## config.mk

```make
export PLATFORM = sky130hd
export DESIGN_NAME = software_timer_table
export DESIGN_NICKNAME = d
export VERILOG_FILES = /design/src/rtl/stt_pkg.sv /design/src/rtl/stt_ctrl.sv /design/src/rtl/stt_datapath.sv /design/src/rtl/software_timer_table.sv
export VERILOG_INCLUDE_DIRS = /design/src /design/src/rtl
export SDC_FILE = /design/constraint.sdc
export NUM_CORES = 1
export LEC_CHECK = 0
export BUFFER_PORTS_ARGS = -buffer_cell sky130_fd_sc_hd__buf_2
export CAP_MARGIN = 20
export CORE_ASPECT_RATIO = 0.9
export CORE_UTILIZATION = 55
export DETAILED_ROUTE_END_ITERATION = 10
export HOLD_SLACK_MARGIN = 0.1
export PLACE_DENSITY = 0.71
export RECOVER_POWER = 25
export SKIP_LAST_GASP = 1
export SLEW_MARGIN = 0
export SYNTH_ARGS = -nofsm -noshare
export SYNTH_HDL_FRONTEND = slang
export SYNTH_HIERARCHICAL = 1
export SYNTH_SLANG_ARGS = --single-unit
```

## constraint.sdc

```tcl
create_clock -name clock -period 12.5 [get_ports clock]
set_clock_uncertainty 0.05 [all_clocks]
set_input_delay 1.25 -clock clock [delete_from_list [all_inputs] [get_ports clock]]
set_output_delay 1.25 -clock clock [all_outputs]
set_load 0.005 [all_outputs]
```

## src/rtl/software_timer_table_defines.svh

```systemverilog
`ifndef SOFTWARE_TIMER_TABLE_DEFINES_SVH
`define SOFTWARE_TIMER_TABLE_DEFINES_SVH

// Same-cycle implication, checked on every clock outside reset.
`define STT_ASSERT_IMP(name, pre, post, msg) \
   name: assert property (@(posedge clock) disable iff (reset) (pre) |-> (post)) \
      else $error(msg);

// Next-cycle implication.
`define STT_ASSERT_NXT(name, pre, post, msg) \
   name: assert property (@(posedge clock) disable iff (reset) (pre) |=> (post)) \
      else $error(msg);

`endif

```

## src/rtl/stt_pkg.sv

```systemverilog
package stt_pkg;

   localparam int SLOTS_DEFAULT = 16;
   localparam int MAX_RESULTS   = 16;
   localparam int CNT_W         = $clog2(MAX_RESULTS + 1);

   localparam int WINDOW_DAYS   = 10;
   localparam int HOURS_PER_DAY = 24;
   localparam int SECS_PER_HOUR = 3600;
   localparam int MS_PER_SEC    = 1000;
   localparam logic [31:0] WINDOW_RESET =
      32'(WINDOW_DAYS * HOURS_PER_DAY * SECS_PER_HOUR * MS_PER_SEC);

   // request opcodes
   localparam logic [2:0] OP_TICK         = 3'd0;
   localparam logic [2:0] OP_ARM_DELAY    = 3'd1;
   localparam logic [2:0] OP_ARM_INTERVAL = 3'd2;
   localparam logic [2:0] OP_RM_DELAY     = 3'd3;
   localparam logic [2:0] OP_RM_INTERVAL  = 3'd4;

   // response event codes
   localparam logic [2:0] EV_NONE     = 3'd0;
   localparam logic [2:0] EV_DELAY    = 3'd1;
   localparam logic [2:0] EV_INTERVAL = 3'd2;
   localparam logic [2:0] EV_ARMED    = 3'd3;
   localparam logic [2:0] EV_REMOVED  = 3'd4;

   typedef enum logic [2:0] {
      EMIT_NONE,
      EMIT_PEND_LAST,
      EMIT_QUIET,
      EMIT_ARMED,
      EMIT_FULL,
      EMIT_REMOVE,
      EMIT_BAD_OP
   } emit_type;

   typedef enum logic [2:0] {
      ST_IDLE,
      ST_DISPATCH,
      ST_TICK_RD,
      ST_TICK_EVAL,
      ST_TICK_END,
      ST_ARM_SCAN,
      ST_REPLY
   } state_type;

   typedef struct packed {
      logic     load;
      logic     idx_inc;
      logic     pass_next;
      logic     mem_rd;
      logic     fire;
      emit_type emit_sel;
   } cmd_type;

   typedef struct packed {
      logic [2:0] opcode;
      logic       cand;
      logic       due;
      logic       pend_valid;
      logic       cnt_full;
      logic       idx_last;
      logic       pass;
      logic       out_free;
      logic       slot_free;
   } status_type;

endpackage

```

## src/rtl/stt_ctrl.sv

```systemverilog
module stt_ctrl import stt_pkg::*; (
   input  logic       clock,
   input  logic       reset,
   input  logic       req_valid,
   output logic       req_stall,
   input  status_type sts,
   output cmd_type    cmd
);

   state_type state_ff;
   state_type state_in;
   logic      adv;

   always_ff @(posedge clock) begin
      if (reset) begin
         state_ff <= ST_IDLE;
      end else begin
         state_ff <= state_in;
      end
   end

   always_comb begin
      state_in  = state_ff;
      cmd       = '0;
      adv       = 1'b0;
      req_stall = (state_ff != ST_IDLE);
      case (state_ff)
         ST_IDLE: begin
            if (req_valid) begin
               cmd.load = 1'b1;
               state_in = ST_DISPATCH;
            end
         end
         ST_DISPATCH: begin
            if (sts.opcode == OP_TICK) begin
               state_in = ST_TICK_RD;
            end else if (sts.opcode inside {OP_ARM_DELAY, OP_ARM_INTERVAL}) begin
               state_in = ST_ARM_SCAN;
            end else begin
               state_in = ST_REPLY;
            end
         end
         ST_TICK_RD: begin
            if (sts.cnt_full) begin
               state_in = ST_TICK_END;
            end else if (sts.cand) begin
               cmd.mem_rd = 1'b1;
               state_in   = ST_TICK_EVAL;
            end else begin
               adv = 1'b1;
            end
         end
         ST_TICK_EVAL: begin
            if (!sts.due) begin
               adv = 1'b1;
            end else if (!sts.pend_valid || sts.out_free) begin
               // pending hit moves out, this hit becomes pending
               cmd.fire = 1'b1;
               adv      = 1'b1;
            end
         end
         ST_TICK_END: begin
            if (sts.out_free) begin
               cmd.emit_sel = sts.pend_valid ? EMIT_PEND_LAST : EMIT_QUIET;
               state_in     = ST_IDLE;
            end
         end
         ST_ARM_SCAN: begin
            if (sts.slot_free) begin
               if (sts.out_free) begin
                  cmd.emit_sel = EMIT_ARMED;
                  state_in     = ST_IDLE;
               end
            end else if (sts.idx_last) begin
               if (sts.out_free) begin
                  cmd.emit_sel = EMIT_FULL;
                  state_in     = ST_IDLE;
               end
            end else begin
               cmd.idx_inc = 1'b1;
            end
         end
         ST_REPLY: begin
            if (sts.out_free) begin
               if (sts.opcode inside {OP_RM_DELAY, OP_RM_INTERVAL}) begin
                  cmd.emit_sel = EMIT_REMOVE;
               end else begin
                  cmd.emit_sel = EMIT_BAD_OP;
               end
               state_in = ST_IDLE;
            end
         end
         default: begin
            state_in = ST_IDLE;
         end
      endcase

      // step the scan: next slot, next pass, or wrap up
      if (adv) begin
         if (!sts.idx_last) begin
            cmd.idx_inc = 1'b1;
            state_in    = ST_TICK_RD;
         end else if (!sts.pass) begin
            cmd.pass_next = 1'b1;
            state_in      = ST_TICK_RD;
         end else begin
            state_in = ST_TICK_END;
         end
      end
   end

endmodule

```

## src/rtl/stt_datapath.sv

```systemverilog
`include "software_timer_table_defines.svh"

module stt_datapath import stt_pkg::*; #(
   parameter int SLOTS = SLOTS_DEFAULT
) (
   input  logic        clock,
   input  logic        reset,
   input  logic [2:0]  req_opcode,
   input  logic [31:0] req_now_ms,
   input  logic [31:0] req_duration_ms,
   input  logic [3:0]  req_handle,
   input  logic        csr_write_en,
   input  logic [31:0] csr_write_data,
   input  cmd_type     cmd,
   output status_type  sts,
   output logic        rsp_valid,
   input  logic        rsp_stall,
   output logic [2:0]  rsp_event_res,
   output logic [3:0]  rsp_slot,
   output logic        rsp_ok,
   output logic        rsp_last
);

   localparam int IW = (SLOTS > 1) ? $clog2(SLOTS) : 1;

   // latched request
   logic [2:0]  op_ff;
   logic [31:0] now_ff;
   logic [31:0] dur_ff;
   logic [3:0]  handle_ff;

   logic [31:0] window_ff;

   logic [SLOTS-1:0] busy_ff;
   logic [SLOTS-1:0] periodic_ff;

   logic [31:0] deadline_mem [SLOTS];
   logic [31:0] period_mem   [SLOTS];
   logic [31:0] rd_deadline_ff;
   logic [31:0] rd_period_ff;

   logic [IW-1:0]    idx_ff;
   logic             pass_ff;
   logic [CNT_W-1:0] cnt_ff;

   logic       pend_valid_ff;
   logic [2:0] pend_ev_ff;
   logic [3:0] pend_slot_ff;

   logic       rsp_valid_ff;
   logic [2:0] rsp_event_res_ff;
   logic [3:0] rsp_slot_ff;
   logic       rsp_ok_ff;
   logic       rsp_last_ff;

   logic [2:0] rsp_event_res_in;
   logic [3:0] rsp_slot_in;
   logic       rsp_ok_in;
   logic       rsp_last_in;
   logic       out_load;

   logic [IW+3:0] idx_wide;
   logic [3:0]    idx_slot;
   logic [IW+3:0] handle_wide;
   logic [IW-1:0] hidx;
   logic          rm_match;
   logic          mem_we;
   logic [31:0]   mem_wdata;

   assign idx_wide    = {4'b0, idx_ff};
   assign idx_slot    = idx_wide[3:0];
   assign handle_wide = {{IW{1'b0}}, handle_ff};
   assign hidx        = handle_wide[IW-1:0];
   assign rm_match    = (handle_wide < (IW + 4)'(SLOTS)) && busy_ff[hidx] &&
                        (periodic_ff[hidx] == (op_ff == OP_RM_INTERVAL));

   always_comb begin
      sts.opcode     = op_ff;
      sts.cand       = busy_ff[idx_ff] && (periodic_ff[idx_ff] == pass_ff);
      sts.due        = (now_ff - rd_deadline_ff) <= window_ff;
      sts.pend_valid = pend_valid_ff;
      sts.cnt_full   = (cnt_ff == CNT_W'(MAX_RESULTS));
      sts.idx_last   = (idx_ff == IW'(SLOTS - 1));
      sts.pass       = pass_ff;
      sts.out_free   = !rsp_valid_ff || !rsp_stall;
      sts.slot_free  = !busy_ff[idx_ff];
   end

   always_ff @(posedge clock) begin
      if (cmd.load) begin
         op_ff     <= req_opcode;
         now_ff    <= req_now_ms;
         dur_ff    <= req_duration_ms;
         handle_ff <= req_handle;
      end
   end

   always_ff @(posedge clock) begin
      if (reset) begin
         window_ff <= WINDOW_RESET;
      end else if (csr_write_en) begin
         window_ff <= csr_write_data;
      end
   end

   always_ff @(posedge clock) begin
      if (reset) begin
         busy_ff     <= '0;
         periodic_ff <= '0;
      end else begin
         if (cmd.emit_sel == EMIT_ARMED) begin
            busy_ff[idx_ff]     <= 1'b1;
            periodic_ff[idx_ff] <= (op_ff == OP_ARM_INTERVAL);
         end
         if (cmd.emit_sel == EMIT_REMOVE && rm_match) begin
            busy_ff[hidx]     <= 1'b0;
            periodic_ff[hidx] <= 1'b0;
         end
         if (cmd.fire && !pass_ff) begin
            busy_ff[idx_ff] <= 1'b0;
         end
      end
   end

   // one write port: arm loads deadline, interval hit reloads it
   assign mem_we    = (cmd.emit_sel == EMIT_ARMED) || (cmd.fire && pass_ff);
   assign mem_wdata = (cmd.emit_sel == EMIT_ARMED) ? now_ff + dur_ff
                                                   : now_ff + rd_period_ff;

   always_ff @(posedge clock) begin
      if (mem_we) begin
         deadline_mem[idx_ff] <= mem_wdata;
      end
      if (cmd.emit_sel == EMIT_ARMED) begin
         period_mem[idx_ff] <= dur_ff;
      end
      if (cmd.mem_rd) begin
         rd_deadline_ff <= deadline_mem[idx_ff];
         rd_period_ff   <= period_mem[idx_ff];
      end
   end

   always_ff @(posedge clock) begin
      if (reset) begin
         idx_ff        <= '0;
         pass_ff       <= 1'b0;
         cnt_ff        <= '0;
         pend_valid_ff <= 1'b0;
      end else if (cmd.load) begin
         idx_ff        <= '0;
         pass_ff       <= 1'b0;
         cnt_ff        <= '0;
         pend_valid_ff <= 1'b0;
      end else begin
         if (cmd.pass_next) begin
            idx_ff  <= '0;
            pass_ff <= 1'b1;
         end else if (cmd.idx_inc) begin
            idx_ff <= idx_ff + 1'b1;
         end
         if (cmd.fire) begin
            cnt_ff        <= cnt_ff + 1'b1;
            pend_valid_ff <= 1'b1;
         end
      end
   end

   always_ff @(posedge clock) begin
      if (cmd.fire) begin
         pend_ev_ff   <= pass_ff ? EV_INTERVAL : EV_DELAY;
         pend_slot_ff <= idx_slot;
      end
   end

   always_comb begin
      rsp_event_res_in = EV_NONE;
      rsp_slot_in      = '0;
      rsp_ok_in        = 1'b1;
      rsp_last_in      = 1'b1;
      case (cmd.emit_sel)
         EMIT_PEND_LAST: begin
            rsp_event_res_in = pend_ev_ff;
            rsp_slot_in      = pend_slot_ff;
         end
         EMIT_QUIET: begin
            rsp_event_res_in = EV_NONE;
         end
         EMIT_ARMED: begin
            rsp_event_res_in = EV_ARMED;
            rsp_slot_in      = idx_slot;
         end
         EMIT_FULL: begin
            rsp_event_res_in = EV_ARMED;
            rsp_ok_in        = 1'b0;
         end
         EMIT_REMOVE: begin
            rsp_event_res_in = EV_REMOVED;
            rsp_slot_in      = handle_ff;
            rsp_ok_in        = rm_match;
         end
         EMIT_BAD_OP: begin
            rsp_ok_in = 1'b0;
         end
         default: begin
            // older hit leaves while a newer one is held back
            rsp_event_res_in = pend_ev_ff;
            rsp_slot_in      = pend_slot_ff;
            rsp_last_in      = 1'b0;
         end
      endcase
   end

   assign out_load = (cmd.emit_sel != EMIT_NONE) || (cmd.fire && pend_valid_ff);

   always_ff @(posedge clock) begin
      if (reset) begin
         rsp_valid_ff <= 1'b0;
      end else if (out_load) begin
         rsp_valid_ff <= 1'b1;
      end else if (!rsp_stall) begin
         rsp_valid_ff <= 1'b0;
      end
   end

   always_ff @(posedge clock) begin
      if (out_load) begin
         rsp_event_res_ff <= rsp_event_res_in;
         rsp_slot_ff      <= rsp_slot_in;
         rsp_ok_ff        <= rsp_ok_in;
         rsp_last_ff      <= rsp_last_in;
      end
   end

   assign rsp_valid     = rsp_valid_ff;
   assign rsp_event_res = rsp_event_res_ff;
   assign rsp_slot      = rsp_slot_ff;
   assign rsp_ok        = rsp_ok_ff;
   assign rsp_last      = rsp_last_ff;

   `STT_ASSERT_IMP(a_out_room, out_load, sts.out_free, "response overwrote a waiting transaction")
   `STT_ASSERT_IMP(a_cnt_bound, 1'b1, cnt_ff <= CNT_W'(MAX_RESULTS), "too many hits in one tick")
   `STT_ASSERT_NXT(a_delay_freed, cmd.fire && !pass_ff, !busy_ff[$past(idx_ff)], "fired delay still busy")
   `STT_ASSERT_NXT(a_arm_busy, cmd.emit_sel == EMIT_ARMED, busy_ff[$past(idx_ff)], "armed slot not busy")

endmodule

```

## src/rtl/software_timer_table.sv

```systemverilog
// Channel   Ports                                           Direction
// request   req_valid/req_stall, opcode now_ms dur handle   in
// response  rsp_valid/rsp_stall, event_res slot ok last     out
// csr       csr_write_en, csr_write_data (future window)    in, write only
//
// One request at a time. Tick: each slot is looked at once per pass (delays,
//   then intervals); a slot that is a candidate takes a registered deadline
//   memory read, then a compare. Arm scans the slots in order for a free one.
// Reset: synchronous; slot flags clear at once, no sweep.
// Response stall holds the block wherever a response has to be written while
//   the output register is still full: a hit leaving mid-scan, or the final
//   response of a transaction.
module software_timer_table import stt_pkg::*; #(
   parameter int SLOTS = SLOTS_DEFAULT
) (
   input  logic        clock,
   input  logic        reset,
   // request channel
   input  logic        req_valid,
   output logic        req_stall,
   input  logic [2:0]  req_opcode,
   input  logic [31:0] req_now_ms,
   input  logic [31:0] req_duration_ms,
   input  logic [3:0]  req_handle,
   // response channel
   output logic        rsp_valid,
   input  logic        rsp_stall,
   output logic [2:0]  rsp_event_res,
   output logic [3:0]  rsp_slot,
   output logic        rsp_ok,
   output logic        rsp_last,
   // configuration
   input  logic        csr_write_en,
   input  logic [31:0] csr_write_data
);

   cmd_type    cmd;
   status_type sts;

   // sequencer: decodes the transaction and walks the slot scan
   stt_ctrl u_ctrl (
      .clock     (clock),
      .reset     (reset),
      .req_valid (req_valid),
      .req_stall (req_stall),
      .sts       (sts),
      .cmd       (cmd)
   );

   // slot flags, deadline/period memories, output register; a finished hit
   // is held in a pending register so the final response of a tick can carry last
   stt_datapath #(
      .SLOTS (SLOTS)
   ) u_datapath (
      .clock           (clock),
      .reset           (reset),
      .req_opcode      (req_opcode),
      .req_now_ms      (req_now_ms),
      .req_duration_ms (req_duration_ms),
      .req_handle      (req_handle),
      .csr_write_en    (csr_write_en),
      .csr_write_data  (csr_write_data),
      .cmd             (cmd),
      .sts             (sts),
      .rsp_valid       (rsp_valid),
      .rsp_stall       (rsp_stall),
      .rsp_event_res   (rsp_event_res),
      .rsp_slot        (rsp_slot),
      .rsp_ok          (rsp_ok),
      .rsp_last        (rsp_last)
   );

endmodule

```

### Word-level counts from Yosys, hierarchy flattened

Memory sizes are Yosys's and may differ from the RTL's. A register that Yosys moved wholly into a read port is not among the register bits.
Index checks and enable logic that the tools add are counted.

| storage, ports and cells | value |
|---|---|
| bits in registers | 166 |
| RAM bits | 1,024 |
| bits of input ports | 108 |
| output and inout bits | 11 |
| logic and storage cells | 168 |
| memories kept | 2 |

| operators by class | value |
|---|---|
| $add $sub $neg | 5 |
| order comparisons | 6 |
| equal/unequal tests | 25 |
| mux-type cells | 73 |
| bitwise operators | 6 |
| reduce and logical (&&, ||, !) cells | 32 |

Memory list:

| memory | words | bits a word | rd ports | clocked after memory_dff | write ports | line | RTL |
|---|---|---|---|---|---|---|---|
| u_datapath.deadline_mem | 16 | 32 | 1 | 1 | 1 | stt_datapath.sv:37 | `logic [31:0] deadline_mem [SLOTS];` |
| u_datapath.period_mem | 16 | 32 | 1 | 1 | 1 | stt_datapath.sv:38 | `logic [31:0] period_mem [SLOTS];` |

Operators by type and width:

| operator | count |
|---|---|
| two-way mux 16 bit | 8 |
| adder 32 bit | 2 |
| AND 16 bit | 3 |
| two-way mux 3 bit | 15 |
| less-or-equal comparator 32 bit | 1 |
| two-way mux 32 bit | 1 |
| inverter 16 bit | 2 |
| subtractor 32 bit | 1 |
| two-way mux 1 bit | 30 |
| equality test 3 bit, second input constant | 7 |
| equality test 3 x 2 -> 1 bit, second input constant | 6 |
| one-hot mux 3 bit (3 select lines) | 2 |
| one-hot mux 3 bit (6 select lines) | 1 |
| binary-select mux 1 bit (select 4 bit) | 4 |
| bitwise mux 16 bit | 1 |
| bitwise OR 16 bit | 1 |
| < comparator 4 x 5 -> 1 bit, second input constant | 3 |
| two-way mux 2 bit | 6 |
| one-hot mux 4 bit (3 select lines) | 1 |
| OR reduction 2 bit | 5 |
| equality test 3 x 1 -> 1 bit, second input constant | 3 |
| logical AND 1 bit | 9 |
| demux 1 bit (select 4 bit) | 2 |
| greater-or-equal comparator 4 x 1 -> 1 bit, second input constant | 2 |
| 18 further kinds | 31 |

### Depth between registers and ports, before layout

| logic depth | value |
|---|---|
| depth in word-level cells | 14 |
| gate-level depth with buffers | 27 |
| gate-level depth less buffers | 27 |

### Hierarchy

Netlist, hierarchy kept.

Modules (own cells, without submodules):

| module | instances | cells an instance | area each (µm²) | sequential area each (µm²) |
|---|---|---|---|---|
| stt_datapath | 1 | 2,613 | 51,217.9 | 36,775.3 |
| stt_ctrl | 1 | 66 | 444.2 | 60.1 |

### Worst setup path after synthesis

Ideal clock, no wire load.

| timing | value |
|---|---|
| path kind | reg-to-reg |
| start | register u_datapath.idx_ff[0] |
| end | memory u_datapath.deadline_mem[0][26] (data pin) |
| library setup time | 0.289 ns |
| arrival | 6.343 ns |
| required time | 12.161 ns |
| setup slack | 5.818 ns |
| stages on the path, launching flop included | 24 |
| path buffers | 4 |
| period minus slack after synthesis | 6.682 ns |
| path through | dfxtp_1 -> buf_2 -> clkbuf_1 -> clkbuf_1 -> mux4_2 -> mux4_2 -> inv_1 -> nand3b_1 -> o21a_1 -> nor2_1 -> nor2b_1 -> nand2_1 -> clkbuf_1 -> mux2_2 -> ha_1 -> fa_1 -> a21oi_1 -> and4bb_2 -> o311ai_2 -> a21oi_1 -> o311a_1 -> nor3b_1 -> o41ai_1 -> xor2_1 |

RTL lines:

| item | line | RTL |
|---|---|---|
| start, declared | stt_datapath.sv:42 | `logic [IW-1:0] idx_ff;` |
| start signal, assigned | stt_datapath.sv:159 | `idx_ff <= idx_ff + 1'b1;` |
| end, declared | stt_datapath.sv:37 |  |

==> results <==
- The run finished, with violations left.
- The final reports fail on max-capacitance violations, max-slew violations.
- The number of nets in the final layout is 3077.
- The highest clock rate is 0.102 GHz.
- The clock-pin transition on the worst setup and hold timing paths is 60 ps.
- Setup violations remaining at the end of the flow were counted as 0.
- Of all nets on the critical path, the largest fanout is 59.
- The total via count in the routed design is 27412.
- The congestion estimate from routability-driven global placement came to 0.935.
- Entering global routing, the biggest net connects 159 pins.
- The data required time at the worst endpoint is 12830 ps.
- The synthesized design devotes to its leading area cell type between 60% and 70% of total area.
- Ranked by instance count, the synthesized netlist is headed by sky130_fd_sc_hd__edfxtp_1, sky130_fd_sc_hd__mux4_2, sky130_fd_sc_hd__nor2_1, sky130_fd_sc_hd__ha_1, sky130_fd_sc_hd__inv_1.
- Per report_power, the combinational group accounts for 16.6% of the total.
- The number of clock buffers added by TritonCTS is between 100 and 150.
- The number of hold buffers added after CTS was 0.
- The number of cell rows is roughly 110.
- The detailed placer's ending HPWL is around 74000 µm.
- The number of flip-flops and latches in the synthesized netlist is 1253.
- The starting density of the core is between 50% and 60%.
- The initial antenna violation count came to 2.
- Measured against its own limit, the worst slew margin works out to -109%.
- For the finished layout, the period the worst path requires is approximately 9800 ps.
- In this run the register-to-register setup slack is approximately 2700 ps.
- The post-synthesis cell area is around 0.052 mm².
- The maximum resistive drop on vdd is roughly 0.00014 V.
- The cell count after synthesis is 2679.
- Clock latency on the worst-skew pair, taken at its later pin, is 720 ps.
- The switching power is between 2000 and 3000 µW.
- In the detailed route, the total length drawn on met2 is around 60000 µm.
- The routed metal-1 wirelength is around 52000 µm.
- The first global-routing pass estimated 183000 µm of wire.
- TritonCTS built the clock tree.
- The area growth from synthesis to final layout is 12.6%.
- The I/O pin count is approximately 120.
- For this design the ratio of total power to cell area is 187 mW/mm².
- Per report_power, the sequential group accounts for 49.3% of the total.
- In the synthesized netlist the dominant register cell turns out to be sky130_fd_sc_hd__edfxtp_1.
- The portion of the post-synthesis area used by sequential elements is 71.3%.
- The number of vias per cell is 6.50.
- The die outline area is approximately 0.095 mm².
- In this run the static leakage power is 0.0188 µW.
- The iteration-0 DRC count of the detailed router is 3484.
- The hold violation total from the final report is 0.
- The number of global-route vias before repair was 26941.
- The total DRC errors in the routed layout is 0.
- Among all cell types in the netlist, the one instantiated most often is sky130_fd_sc_hd__edfxtp_1.
- Walking the worst path, the cells encountered are mux4_2 > mux4_2 > inv_1 > nand3b_1 > o21a_1 > nor2_1 > nor2b_1 > nand2_4 > mux2_2 > ha_1 > fa_1 > a21oi_1 > and4bb_2 > o311ai_2 > a21oi_1 > o311a_1 > nor3b_1 > o41ai_1 > xor2_1.
- Counting every sink on the clock net gives 1253.
- Yosys printed 6 warnings.
- The critical path in this run is classified as reg2reg.
- The longest clock path from root to sink contains 3 buffers.
- The worst setup path is captured at a flip-flop.
- After clock tree synthesis, the setup repair step added 0 buffers.
- The count of flip-flops with a built-in enable after synthesis is 1174.
- The biggest cell delay along the critical path is 2440 ps.
- In this run the tool buffered the top-level ports with 118 buffer cells.
- In this run the number of H-tree levels came out at 3.
- The category of the worst setup path launch point is a flip-flop.
- The worst-path cell with the longest stage delay is sky130_fd_sc_hd__dfxtp_1.
- In this run the standard cell core region covers roughly 0.093 mm².
- Dividing the detail-routed wire length by the instance count gives 30.1 µm.
- The post-route netlist has a little over a quarter of its cells at a drive strength greater than 1.
- The uppermost metal layer occupied by signal nets is met4.
- The number of nets in the synthesized netlist is 2889.
- In the global route stage, overall resource usage came out at 26.7%.
- For this run the aggregate overflow at the end of global routing stands at 0.
- The horizontal die dimension is between 300 and 400 µm.
- The first detailed-routing pass took 6 iterations.
- The total wire length is 127000 µm.
- Measured along the y axis, the die boundary spans 293 µm.
- The clock power share is 34.1%.
- The min-delay analysis places its worst path in the category reg2reg.
- For the worst setup path, the data arrival time is 10160 ps.
- The cell sitting at the root of the clock tree is a sky130_fd_sc_hd__clkbuf_16.
- Counting flops with an async set or reset pin after synthesis yields a share of 0%.
- Post-CTS repair changed the size of 0 cells.
- By area the synthesized netlist is led by sky130_fd_sc_hd__edfxtp_1, sky130_fd_sc_hd__mux4_2, sky130_fd_sc_hd__dfxtp_1.
- The post-synthesis average cell area is 19.3 µm².
- The switching part of the total power is roughly a quarter.
- Setup repair after global routing left no endpoint under its margin.
- The internal power consumption is between 8000 and 9000 µW.
- The final sum of negative setup slack is 0 ps.
- The max-slew violation count is ~190.
- The met3 wire length is 12000 µm.
- The worst-margin pin slew is 3130 ps.
- The number of nets still failing antenna checks after routing is 0.
- The synthesized netlist contains 84 unique library cells.
- The total power draw is 10900 µW.
- The final clock period utilization by the worst path is approximately 80%.
- Max-cap violations in this run came to 5.
- The cell taking the most area after synthesis is sky130_fd_sc_hd__edfxtp_1.
cell type report:
type / instances / area (µm²)
Antenna cell: 4 / 10.0
Clock buffer: 147 / 3180
Clock inverter: 75 / 881
Fill cell: 6351 / 34800
Inverter: 90 / 338
Multi-Input combinational cell: 1213 / 14200
Sequential cell: 1253 / 36800
Tap cell: 1242 / 1550
Timing Repair Buffer: 190 / 1120
worst paths after layout:
path	from	endpoint	depth (start not counted)
setup reg to reg	u_datapath/idx_ff[1]	u_datapath/deadline_mem[4][26]	19
hold reg to reg	u_datapath/window_ff[25]	u_datapath/window_ff[25]	2
hold / removal	u_datapath/window_ff[25]	u_datapath/window_ff[25]	2
setup / recovery	u_datapath/idx_ff[1]	u_datapath/deadline_mem[4][26]	19
flip-flops by register name, summed over array words and instances (netlist names), 2 cells and up:
register and flops:
u_datapath/rd_period_ff 32, u_ctrl/state_ff 3, u_datapath/periodic_ff 16, u_datapath/deadline_mem 512, u_datapath/handle_ff 4, u_datapath/pend_ev_ff 2
u_datapath/rd_deadline_ff 32, u_datapath/busy_ff 16, u_datapath/cnt_ff 5, u_datapath/pend_slot_ff 4, u_datapath/period_mem 512, u_datapath/dur_ff 32
u_datapath/rsp_event_res 3, u_datapath/rsp_slot 4, u_datapath/op_ff 3, u_datapath/now_ff 32, u_datapath/idx_ff 4, u_datapath/window_ff 32
power by group through the flow:
stage	clock, µW	combinational (µW)	sequential (µW)
2_1_floorplan	0	1320	5280
3_3_place_gp	0	1670	5440
3_5_place_dp	0	1740	5450
4_1_cts	3750	1740	5370
5_1_grt	3900	1950	5370
6_report	3700	1810	5350
critical path, delay by kind of cell, from the launching register on:
family | cells | cell delay (ps)
DFF | 1 | 2440
and+or+nand+nor | 6 | 2290
muxes | 3 | 1650
AOI/OAI and AO/OA | 6 | 1440
xor gates and xnor gates | 1 | 760
adders and majority gates | 2 | 680
buffers and inverters | 1 | 140
kinds of logic after synthesis:
logic type      count (synthesis)  share of synthesized area (%)
flops                        1253                           71.3
mux                           396                           15.9
simple gates                  338                           3.22
compound gates                309                           4.25
buf+inv                       213                           1.63
fa+ha+maj                     102                           2.50
xor+xnor                       68                           1.15
placed cells by master, fill, tap and decap left out, types with 11 or more instances in the layout:
cell type                      n
sky130_fd_sc_hd__a211oi_1     16
sky130_fd_sc_hd__a21o_1       48
sky130_fd_sc_hd__a21oi_1      54
sky130_fd_sc_hd__a221oi_1     16
sky130_fd_sc_hd__a31oi_1      15
sky130_fd_sc_hd__buf_2       101
sky130_fd_sc_hd__buf_4        68
sky130_fd_sc_hd__bufinv_16    15
sky130_fd_sc_hd__clkbuf_1     37
sky130_fd_sc_hd__clkbuf_16   119
sky130_fd_sc_hd__clkbuf_8     11
sky130_fd_sc_hd__clkinv_1     20
sky130_fd_sc_hd__clkinv_2     24
sky130_fd_sc_hd__dfxtp_1      77
sky130_fd_sc_hd__edfxtp_1   1174
sky130_fd_sc_hd__ha_1        100
sky130_fd_sc_hd__inv_1        90
sky130_fd_sc_hd__mux2_2       35
sky130_fd_sc_hd__mux2i_1      23
sky130_fd_sc_hd__mux4_2      338
sky130_fd_sc_hd__nand2_1      86
sky130_fd_sc_hd__nand2b_1     11
sky130_fd_sc_hd__nand3_1      22
sky130_fd_sc_hd__nand4_1      14
sky130_fd_sc_hd__nor2_1       78
sky130_fd_sc_hd__nor2_4       33
sky130_fd_sc_hd__nor2b_1      18
sky130_fd_sc_hd__nor3_1       15
sky130_fd_sc_hd__o211ai_1     19
sky130_fd_sc_hd__o21ai_0      52
sky130_fd_sc_hd__o22ai_1      15
sky130_fd_sc_hd__xnor2_1      44
sky130_fd_sc_hd__xor2_1       24
metrics by stage:
stage / util (%) / instance area [µm²] / cells / hold slack (ps) / setup slack [ps]
global route: 62.6 / 58200 / 4211 / 466 / 2120
global placement: 58.1 / 54000 / 3967 / 431 / 4540
floorplan: - / 51700 / 2679 / 399 / 5820
detailed placement: 58.1 / 54000 / 3967 / 434 / 4200
finish: 62.6 / 58200 / 4214 / 447 / 2680
CTS: 62.4 / 58000 / 4189 / 446 / 4140
metal layers:
metal	GRT usage, %	up-vias
met5	0	-
met4	6.71	0
met3	4.40	188
met2	41.6	1473
met1	39.8	14379
li1	-	11372
No activity file was read; power rests on OpenSTA's default activity.
